`src/rtl/rsame_pkg.sv`:
```
// ----------------------------------------------------------------------------
// rsame_pkg
// shared widths and register indexes of the modular exponentiation unit
// ----------------------------------------------------------------------------
package rsame_pkg;

	// operand width of the arithmetic (8 to 32)
	localparam int WIDTH = 32;
	// width of the value, result and register fields on the ports
	localparam int DATA_W = 32;
	// bit counter of one modular multiply
	localparam int CNT_W = $clog2(WIDTH);
	// configuration register indexes
	localparam int IDX_W = 2;
	localparam logic [IDX_W-1:0] REG_MODULUS = 2'd0;
	localparam logic [IDX_W-1:0] REG_PUB_EXP = 2'd1;
	localparam logic [IDX_W-1:0] REG_PRIV_EXP = 2'd2;
	// opcode of the input transaction
	localparam logic OP_ENCRYPT = 1'b0;
	localparam logic OP_DECRYPT = 1'b1;

endpackage

```
`src/rtl/rsa_modular_exponentiation_unit.sv`:
```
// ----------------------------------------------------------------------------
// rsa_modular_exponentiation_unit
// modular exponentiation, right-to-left square and multiply
// ----------------------------------------------------------------------------
// usage:
//   configure modulus (index 0), public exponent (1) and private exponent (2)
//   through cfg_we / cfg_index / cfg_data while the unit is idle
//   the input channel carries value on s_tdata and opcode on s_tuser
//   (0 encrypt with public exponent, 1 decrypt with private exponent)
//   the output channel returns value^exponent mod modulus on m_tdata
// timing:
//   one input transaction at a time; s_tready is low while an item is worked
//   every modular multiply runs bit serially on one shared unit,
//   one operand bit per cycle
//   per item: 1 base reduction, then per exponent bit up to its highest set
//   bit one optional multiply and one squaring (the squaring after the top
//   bit is skipped), then a handoff through the final state to the output
//   register; a zero exponent needs only the base reduction, and a modulus
//   below 2 skips all multiplies
// reset: registers return to modulus 2 and both exponents 1, unit idle
// stall: the result waits in the output register; a finished item holds in
//   its final state until the output register is free
// ----------------------------------------------------------------------------
module rsa_modular_exponentiation_unit
	import rsame_pkg::*;
(
	input  logic              clk,
	input  logic              arst_n,
	// configuration write port
	input  logic              cfg_we,
	input  logic [IDX_W-1:0]  cfg_index,
	input  logic [DATA_W-1:0] cfg_data,
	// input channel
	input  logic              s_tvalid,
	output logic              s_tready,
	input  logic [DATA_W-1:0] s_tdata,   // [31:0] value
	input  logic              s_tuser,   // [0] opcode
	// output channel
	output logic              m_tvalid,
	input  logic              m_tready,
	output logic [DATA_W-1:0] m_tdata    // [31:0] result
);

	// sequencer state codes
	localparam logic [2:0] ST_IDLE = 3'd0;
	localparam logic [2:0] ST_RED  = 3'd1;  // base mod n, as 1 * value
	localparam logic [2:0] ST_MUL  = 3'd2;  // acc * base
	localparam logic [2:0] ST_SQR  = 3'd3;  // base * base
	localparam logic [2:0] ST_FIN  = 3'd4;  // hand result to output register

	// configuration registers
	logic [DATA_W-1:0] modulus_q;
	logic [DATA_W-1:0] pub_exp_q;
	logic [DATA_W-1:0] priv_exp_q;

	// sequencer and operands
	logic [2:0]       state_q;
	logic [WIDTH-1:0] acc_q;
	logic [WIDTH-1:0] base_q;
	logic [WIDTH-1:0] exp_q;

	// shared modular multiplier
	logic [WIDTH-1:0] mm_a_q;
	logic [WIDTH-1:0] mm_b_q;   // multiplier bits, msb first
	logic [WIDTH-1:0] mm_r_q;   // partial remainder
	logic [CNT_W-1:0] mm_cnt_q;

	// output register
	logic              m_tvalid_q;
	logic [DATA_W-1:0] m_tdata_q;

	logic [WIDTH-1:0] n;
	logic [WIDTH+1:0] mm_t;
	logic [WIDTH+1:0] mm_n1;
	logic [WIDTH+1:0] mm_n2;
	logic [WIDTH+1:0] mm_sel;
	logic [WIDTH-1:0] prod;
	logic             mm_run;
	logic             mm_last;
	logic             s_accept;
	logic             out_free;

	// after a multiply completes
	logic [WIDTH-1:0] nxt_acc;
	logic [WIDTH-1:0] nxt_base;
	logic [WIDTH-1:0] nxt_exp;
	logic             nxt_fin;
	logic [2:0]       nxt_op;
	logic [WIDTH-1:0] nxt_a;

	assign n = modulus_q[WIDTH-1:0];

	// one bit step: r = (2r + bit*a) mod n, with 2r + a below 3n
	assign mm_t  = {1'b0, mm_r_q, 1'b0} + (mm_b_q[WIDTH-1] ? {2'b00, mm_a_q} : '0);
	assign mm_n1 = {2'b00, n};
	assign mm_n2 = {1'b0, n, 1'b0};

	always_comb begin
		if (mm_t >= mm_n2) begin
			mm_sel = mm_t - mm_n2;
		end else if (mm_t >= mm_n1) begin
			mm_sel = mm_t - mm_n1;
		end else begin
			mm_sel = mm_t;
		end
	end

	assign prod    = mm_sel[WIDTH-1:0];
	assign mm_run  = state_q inside {ST_RED, ST_MUL, ST_SQR};
	assign mm_last = mm_run && (mm_cnt_q == CNT_W'(WIDTH - 1));

	// what follows the multiply that finishes in this cycle
	always_comb begin
		nxt_acc  = acc_q;
		nxt_base = base_q;
		nxt_exp  = exp_q;
		case (state_q)
			ST_RED: begin
				nxt_base = prod;
			end
			ST_MUL: begin
				nxt_acc = prod;
			end
			ST_SQR: begin
				nxt_base = prod;
				nxt_exp  = exp_q >> 1;
			end
			default: begin
			end
		endcase
		if (state_q == ST_MUL) begin
			// the squaring after the top set bit is not needed
			nxt_fin = (nxt_exp >> 1) == '0;
			nxt_op  = ST_SQR;
		end else begin
			nxt_fin = nxt_exp == '0;
			nxt_op  = nxt_exp[0] ? ST_MUL : ST_SQR;
		end
		nxt_a = (nxt_op == ST_MUL) ? nxt_acc : nxt_base;
	end

	assign s_tready = (state_q == ST_IDLE);
	assign s_accept = s_tvalid && s_tready;
	assign out_free = !m_tvalid_q || m_tready;

	// configuration registers
	always_ff @(posedge clk or negedge arst_n) begin
		if (!arst_n) begin
			modulus_q  <= DATA_W'(2);
			pub_exp_q  <= DATA_W'(1);
			priv_exp_q <= DATA_W'(1);
		end else if (cfg_we) begin
			case (cfg_index)
				REG_MODULUS:  modulus_q  <= cfg_data;
				REG_PUB_EXP:  pub_exp_q  <= cfg_data;
				REG_PRIV_EXP: priv_exp_q <= cfg_data;
				default: begin
				end
			endcase
		end
	end

	// sequencer
	always_ff @(posedge clk or negedge arst_n) begin
		if (!arst_n) begin
			state_q <= ST_IDLE;
		end else begin
			case (state_q)
				ST_IDLE: begin
					if (s_accept) begin
						// a modulus below 2 leaves only the residue zero
						state_q <= (n < WIDTH'(2)) ? ST_FIN : ST_RED;
					end
				end
				ST_RED, ST_MUL, ST_SQR: begin
					if (mm_last) begin
						state_q <= nxt_fin ? ST_FIN : nxt_op;
					end
				end
				ST_FIN: begin
					if (out_free) begin
						state_q <= ST_IDLE;
					end
				end
				default: begin
					state_q <= ST_IDLE;
				end
			endcase
		end
	end

	// operand registers and the shared multiplier
	always_ff @(posedge clk) begin
		if (s_accept) begin
			acc_q    <= (n < WIDTH'(2)) ? '0 : WIDTH'(1);
			exp_q    <= (s_tuser == OP_DECRYPT) ? priv_exp_q[WIDTH-1:0]
			                                    : pub_exp_q[WIDTH-1:0];
			// base reduction runs as 1 * value
			mm_a_q   <= WIDTH'(1);
			mm_b_q   <= s_tdata[WIDTH-1:0];
			mm_r_q   <= '0;
			mm_cnt_q <= '0;
		end else if (mm_last) begin
			acc_q    <= nxt_acc;
			base_q   <= nxt_base;
			exp_q    <= nxt_exp;
			mm_a_q   <= nxt_a;
			mm_b_q   <= nxt_base;
			mm_r_q   <= '0;
			mm_cnt_q <= '0;
		end else if (mm_run) begin
			mm_r_q   <= prod;
			mm_b_q   <= {mm_b_q[WIDTH-2:0], 1'b0};
			mm_cnt_q <= mm_cnt_q + 1'b1;
		end
	end

	// output register
	always_ff @(posedge clk or negedge arst_n) begin
		if (!arst_n) begin
			m_tvalid_q <= 1'b0;
		end else if (state_q == ST_FIN && out_free) begin
			m_tvalid_q <= 1'b1;
		end else if (m_tready) begin
			m_tvalid_q <= 1'b0;
		end
	end

	always_ff @(posedge clk) begin
		if (state_q == ST_FIN && out_free) begin
			m_tdata_q <= DATA_W'(acc_q);
		end
	end

	assign m_tvalid = m_tvalid_q;
	assign m_tdata  = m_tdata_q;

endmodule

```
`config.mk`:
```
export PLATFORM = sky130hd
export DESIGN_NAME = rsa_modular_exponentiation_unit
export DESIGN_NICKNAME = d
export VERILOG_FILES = /design/src/rtl/rsame_pkg.sv /design/src/rtl/rsa_modular_exponentiation_unit.sv
export SDC_FILE = /design/constraint.sdc
export NUM_CORES = 1
export LEC_CHECK = 0
export ABC_AREA = 1
export BUFFER_PORTS_ARGS = -buffer_cell sky130_fd_sc_hd__buf_2
export CAP_MARGIN = 20
export CORE_UTILIZATION = 25
export CTS_CLUSTER_DIAMETER = 30
export CTS_CLUSTER_SIZE = 30
export DETAILED_ROUTE_END_ITERATION = 7
export SYNTH_ARGS = -nofsm -noshare
export SYNTH_HDL_FRONTEND = slang
export SYNTH_SLANG_ARGS = --single-unit
```
`constraint.sdc`:
```
create_clock -name clk -period 5.71 [get_ports clk]
set_input_delay 0.2855 -clock clk [delete_from_list [all_inputs] [get_ports clk]]
set_output_delay 0.2855 -clock clk [all_outputs]
set_load 0.02 [all_outputs]
```
Yosys cells after proc, flatten, opt, wreduce, memory -nomap -nowiden
Index checks and enable logic that the tools add are counted.
{"block": "word_totals", "register_bits": 329, "in_bits": 72, "out_inout_bits": 34, "elab_cells": 80}
{"block": "op_classes", "n_addsub": 4, "order_cmp": 3, "n_eq_ne": 11, "mux": 27, "bitwise_logic": 1, "reduce_logical": 21}
{"cell": "32-bit two-way mux", "n": 15}
{"cell": "32-bit zero test", "n": 2}
{"cell": "32-bit subtractor", "n": 2}
{"cell": "33-bit by 32-bit adder with 34-bit output", "n": 1}
{"cell": "34-bit by 32-bit >= comparator with 1-bit output", "n": 1}
{"cell": "34-bit by 33-bit >= comparator with 1-bit output", "n": 1}
{"cell": "32-bit by 2-bit less-than comparator with 1-bit output, second input constant", "n": 1}
{"cell": "3-bit two-way mux", "n": 5}
{"cell": "3-bit by 2-bit == test with 1-bit output, second input constant", "n": 3}
{"cell": "3-bit case mux with 3 select lines", "n": 1}
{"cell": "2-bit AND reduction", "n": 4}
{"cell": "1-bit two-way mux", "n": 6}
{"cell": "3-bit nonzero test", "n": 2}
{"cell": "5-bit by 1-bit adder with 5-bit output, second input constant", "n": 1}
{"cell": "5-bit == test, second input constant", "n": 1}
{"cell": "2-bit != test, second input constant", "n": 2}
{"cell": "2-bit nonzero test", "n": 2}
{"cell": "2-bit OR reduction", "n": 2}
{"cell": "3-bit by 1-bit == test with 1-bit output, second input constant", "n": 1}
{"cell": "3-bit == test, second input constant", "n": 1}
{"cell": "1-bit logical AND", "n": 3}
{"cell": "3-bit zero test", "n": 1}
{"cell": "3-bit AND reduction", "n": 1}
{"cell": "3-bit OR reduction", "n": 1}
{"cell": "7 further kinds", "n": 7}

Longest topological paths before layout
{"block": "depth", "ltp_word": 8, "mapped_depth": 34, "mapped_depth_nobuf": 33}

Worst setup path before layout
OpenSTA, ideal clock, no wires.
{"block": "synth_path", "path_kind": "reg-to-reg", "start": "register state_q[0]", "end": "register acc_q[0], enable pin", "t_arrival_ps": 3522, "required_ps": 5257, "slack_ps": 1734, "stages_incl_launch_ff": 9, "n_path_buf": 1, "synth_period_minus_slack_ps": 3976, "cell_sequence": "dfrtp_1 -> nor2_1 -> inv_1 -> nor2_1 -> inv_1 -> nor2_2 -> inv_2 -> nand2_2 -> buf_1"}
{"block": "synth_via", "elab_cells_between_ends": 8, "cone_classes": "eq/ne: 3; reduce/logical: 5"}
{"item": "start: declaration", "line_no": "rsa_modular_exponentiation_unit.sv:57", "source": "logic [2:0] state_q;"}
{"item": "start signal: assignment", "line_no": "rsa_modular_exponentiation_unit.sv:172", "source": "state_q <= (n < WIDTH'(2)) ? ST_FIN : ST_RED;"}
{"item": "start signal: assignment", "line_no": "rsa_modular_exponentiation_unit.sv:177", "source": "state_q <= nxt_fin ? ST_FIN : nxt_op;"}
{"item": "3-bit zero test", "line_no": "rsa_modular_exponentiation_unit.sv:142", "source": "assign s_tready = (state_q == ST_IDLE);"}
{"item": "via s_tready", "line_no": "rsa_modular_exponentiation_unit.sv:35", "source": "output logic s_tready,"}
{"item": "1-bit logical AND", "line_no": "rsa_modular_exponentiation_unit.sv:143", "source": "assign s_accept = s_tvalid && s_tready;"}
{"item": "2-bit nonzero test (no source line)"}
{"item": "end signal: assignment", "line_no": "rsa_modular_exponentiation_unit.sv:195", "source": "acc_q <= (n < WIDTH'(2)) ? '0 : WIDTH'(1);"}
{"item": "end signal: assignment", "line_no": "rsa_modular_exponentiation_unit.sv:204", "source": "acc_q <= nxt_acc;"}
{"item": "end: declaration", "line_no": "rsa_modular_exponentiation_unit.sv:58", "source": "logic [WIDTH-1:0] acc_q;"}
The timed path passes the listed nets, and every way through them passes these cells.
A chain may end at the register's enable or synchronous reset.

Worst setup path in the final report
{"block": "layout_path", "start": "register mm_b_q[31]", "end": "register mm_b_q[2], data pin"}
{"block": "layout_via", "elab_chain_cells": 8, "elab_cells_between_ends": 11, "cone_classes": "add/sub: 3; order compare: 2; mux: 6"}
{"item": "start: declaration", "line_no": "rsa_modular_exponentiation_unit.sv:64", "source": "logic [WIDTH-1:0] mm_b_q;"}
{"item": "start signal: assignment", "line_no": "rsa_modular_exponentiation_unit.sv:200", "source": "mm_b_q <= s_tdata[WIDTH-1:0];"}
{"item": "start signal: assignment", "line_no": "rsa_modular_exponentiation_unit.sv:208", "source": "mm_b_q <= nxt_base;"}
{"item": "start signal: assignment", "line_no": "rsa_modular_exponentiation_unit.sv:213", "source": "mm_b_q <= {mm_b_q[WIDTH-2:0], 1'b0};"}
{"item": "32-bit two-way mux *", "line_no": "rsa_modular_exponentiation_unit.sv:94", "source": "assign mm_t = {1'b0, mm_r_q, 1'b0} + (mm_b_q[WIDTH-1] ? {2'b00, mm_a_q} : '0);"}
{"item": "33-bit by 32-bit adder with 34-bit output *", "line_no": "rsa_modular_exponentiation_unit.sv:94"}
{"item": "32-bit subtractor / 34-bit by 32-bit >= comparator with 1-bit output (equally long branches)", "line_no": "rsa_modular_exponentiation_unit.sv:102, rsa_modular_exponentiation_unit.sv:101"}
{"item": "32-bit two-way mux", "line_no": "rsa_modular_exponentiation_unit.sv:101", "source": "end else if (mm_t >= mm_n1) begin"}
{"item": "32-bit two-way mux *", "line_no": "rsa_modular_exponentiation_unit.sv:99", "source": "if (mm_t >= mm_n2) begin"}
{"item": "32-bit two-way mux *", "line_no": "rsa_modular_exponentiation_unit.sv:117", "source": "case (state_q)"}
{"item": "via nxt_base[2]", "line_no": "rsa_modular_exponentiation_unit.sv:85", "source": "logic [WIDTH-1:0] nxt_base;"}
{"item": "32-bit two-way mux *", "line_no": "rsa_modular_exponentiation_unit.sv:203", "source": "end else if (mm_last) begin"}
{"item": "32-bit two-way mux *", "line_no": "rsa_modular_exponentiation_unit.sv:194", "source": "if (s_accept) begin"}
The timed path passes the listed nets; every way through them passes the cells marked *.

==> metrics <==
Worst Setup Start Kind flop; crit share post-route 91.2%; final WL 74200 um; CTS root buffer clkbuf_16; crit-path max FO 61; largest net degree at the start of global routing 78; RR Endpoint mm_b_q[2]$_DFFE_PP_; total grt overflow 0; full die area 86900 sq um; DR WL/cell 17.5 um; Yosys warnings 0; ys flop type edfxtp_1; Slowest cell on crit path edfxtp_1; crit end category flop; # clock sinks 329; antenna fix cells 0; Post-CTS Setup Inserts 0; core area 84200 sq um; Yosys reg bits 329; Worst Hold Depth 3; sequential share of the synthesized area 40.6%; CTS tree built; remaining routing DRC violations 0; die width 295 um; Syn Nets 3088; status complete, no violations; Mapped Area 21400 sq um; hold path endpoint mm_b_q[6]$_DFFE_PP_; Crit Path Class flop to flop; final setup fails 0; r2r worst-path depth 29; WP data required 6040 ps; nets 3231; Mean Syn Cell Area 7.35 sq um; Clock Pin Slew Worst Setup and Hold Paths 60 ps; R2R Setup Slk 500 ps; Worst Hold Class primary input to flop; initial cell density of the core 25.4%; RSZ-0062 raised after global routing false; Clock Path Buffers 3; hold_ws 14.1 ps; vias in the first global route 18900; Detail Placement HPWL 56300 um; Die Ht 295 um; number of synthesized flops with an enable pin 160; ys async rst share 30.4%; Layout area overhead 22.2%; vias per cell 4.73; CP dominant cell by count nand2_1; Detail Route Antenna Nets 0; clk_lat worst skew 620 ps; relative slew slack 31.2%; Tightest Pin Transition 1030 ps; global-route wire length before repair 113000 um; Distinct cells, synth 54; Syn Inst Count 2916; Fin. Hold Viols 0; fin crit period 5210 ps; I/O Buffers 105; max-cap violations 0; I/O Pins 106; Rows 106; CP Data Arrival Time 5540 ps; CTS H-tree depth 3; vias post-DR 20100; Post-Route Setup TNS 0 ps; Max Slew Vio Count 0; reg2reg start mm_b_q[31]$_DFFE_PP_; layout cells sized above 1 11.1%; crit-path max cell delay 460 ps; Fmax achieved 192 MHz; Pre-antenna DRT Iters 5; hold path startpoint s_tdata[6]; GPL Wtd Cong 1.06; initial antenna violation count 0; clock buffer count from CTS 69; drt initial violations 1789; gr usage total 16.9%; final clock skew 48.0 ps
==> metrics by stage <==
stage | worst slack (ps) | cell area [sq um] | std cells | util (%)
after detailed placement | 539 | 23200 | 4076 | 27.6
after CTS | 526 | 26100 | 4248 | 31.0
after global placement | 564 | 23200 | 4076 | 27.6
final | 500 | 26200 | 4250 | 31.1
after floorplan | 1730 | 21400 | 2916 | -
after global routing | 151 | 26200 | 4250 | 31.1
==> repair_timing <==
item                                    in CTS  in global routing
endpoints found under the hold margin       88                  0
resized for setup                            0                  1
endpoints found under the setup margin       0                  1
hold buffers                                44                  0
==> critical path, delay by kind of cell (launching register included) <==
kind / cells / cell delay (ps)
buffers and inverters: 3 / 500
flip-flops: 1 / 460
AND/OR/NAND/NOR: 19 / 2070
AO/OA/AOI/OAI: 5 / 1030
adder cells (fa/ha/maj): 2 / 860
==> placed cells by master (no fill, tap or decap), types with 8 or more instances in the layout <==
cell type / n
a21o_1: 8
a21oi_1: 116
a31oi_1: 12
buf_2: 104
buf_4: 24
bufinv_16: 8
clkbuf_1: 9
clkbuf_16: 69
clkinv_2: 8
dfrtp_1: 97
dfxtp_1: 69
dlygate4sd3_1: 44
edfxtp_1: 160
ha_1: 97
inv_1: 360
inv_2: 11
mux2i_1: 17
nand2_1: 896
nand2_2: 21
nand3_1: 247
nand4_1: 20
nor2_1: 155
nor3_1: 19
nor4_1: 8
o211ai_1: 55
o21a_1: 9
o21ai_0: 232
o21ai_1: 8
o21bai_1: 26
or2_2: 35
xnor2_1: 16
xor2_1: 48
==> worst max path at each step <==
| stage | startpoint | to | slack, ps | cells after the start |
|---|---|---|---|---|
| 6_report | mm_b_q[31]$_DFFE_PP_ | mm_b_q[2]$_DFFE_PP_ | 500 | 29 |
| 5_1_grt | mm_b_q[31]$_DFFE_PP_ | mm_b_q[13]$_DFFE_PP_ | 150 | 30 |
| 3_5_place_dp | mm_b_q[31]$_DFFE_PP_ | mm_b_q[29]$_DFFE_PP_ | 540 | 30 |
| 4_1_cts | mm_b_q[31]$_DFFE_PP_ | mm_b_q[14]$_DFFE_PP_ | 530 | 32 |
| 3_3_place_gp | mm_b_q[31]$_DFFE_PP_ | mm_b_q[17]$_DFFE_PP_ | 560 | 31 |
| 2_1_floorplan | state_q[0]$_DFFE_PN0P_ | acc_q[0]$_DFFE_PP_ | 1730 | 8 |
==> flip-flops by register name (all words and copies together), names as in the netlist, 32 cells and up <==
signal	flops
mm_a_q	32
exp_q	32
base_q	32
modulus_q	32
mm_b_q	32
acc_q	32
pub_exp_q	32
m_tdata	32
mm_r_q	32
priv_exp_q	32
==> per-layer routing <==
metal | global-route usage, % | vias to the layer above | wire [um]
met5 | 0 | - | 0
met4 | 5.77 | 0 | 2100
met3 | 2.96 | 111 | 4960
met2 | 25.9 | 725 | 32600
met1 | 23.7 | 9401 | 34500
li1 | - | 9868 | -
==> Yosys cell counts, drive strengths merged, types with 8 or more instances <==
cell    number  area share (%)
xor2        48             2.0
nor3        21            0.51
o21bai      26            0.91
nand4       21            0.68
o21a         9            0.32
a21o         8            0.28
buf         31            0.92
dfxtp       69             6.4
ha          97             5.7
clkbuf      77             1.3
xnor2       16            0.65
nand2      919              16
nor4         8            0.23
a31oi       12            0.35
dfrtp       97              11
o211ai      55             1.9
nand3      252             5.9
mux2i       17            0.79
inv        371             6.5
o21ai      240             5.6
nor2       162             2.9
edfxtp     160              22
or2         42             1.2
a21oi      122             3.0
==> cell families after synthesis <==
logic type	after synthesis	synth area share [%]
AND/OR/NAND/NOR	1442	28.4
AO/OA/AOI/OAI	484	12.8
buffers and inverters	480	8.78
flip-flops	329	40.6
adder cells (fa/ha/maj)	100	5.95
XOR/XNOR	64	2.62
multiplexers	17	0.794
==> cell type report <==
| cell class | instances | area, sq um |
|---|---|---|
| flip-flops and latches | 329 | 8690 |
| repair buffers | 180 | 1310 |
| inverters | 372 | 1400 |
| well taps | 1134 | 1420 |
| multi-input cells | 2107 | 10900 |
| clock buffers | 84 | 1840 |
| fillers | 9014 | 58000 |
| clock inverters | 44 | 621 |
Power is not shown: default switching activity piles up to over one toggle a cycle in this logic, so the estimate is an artifact.
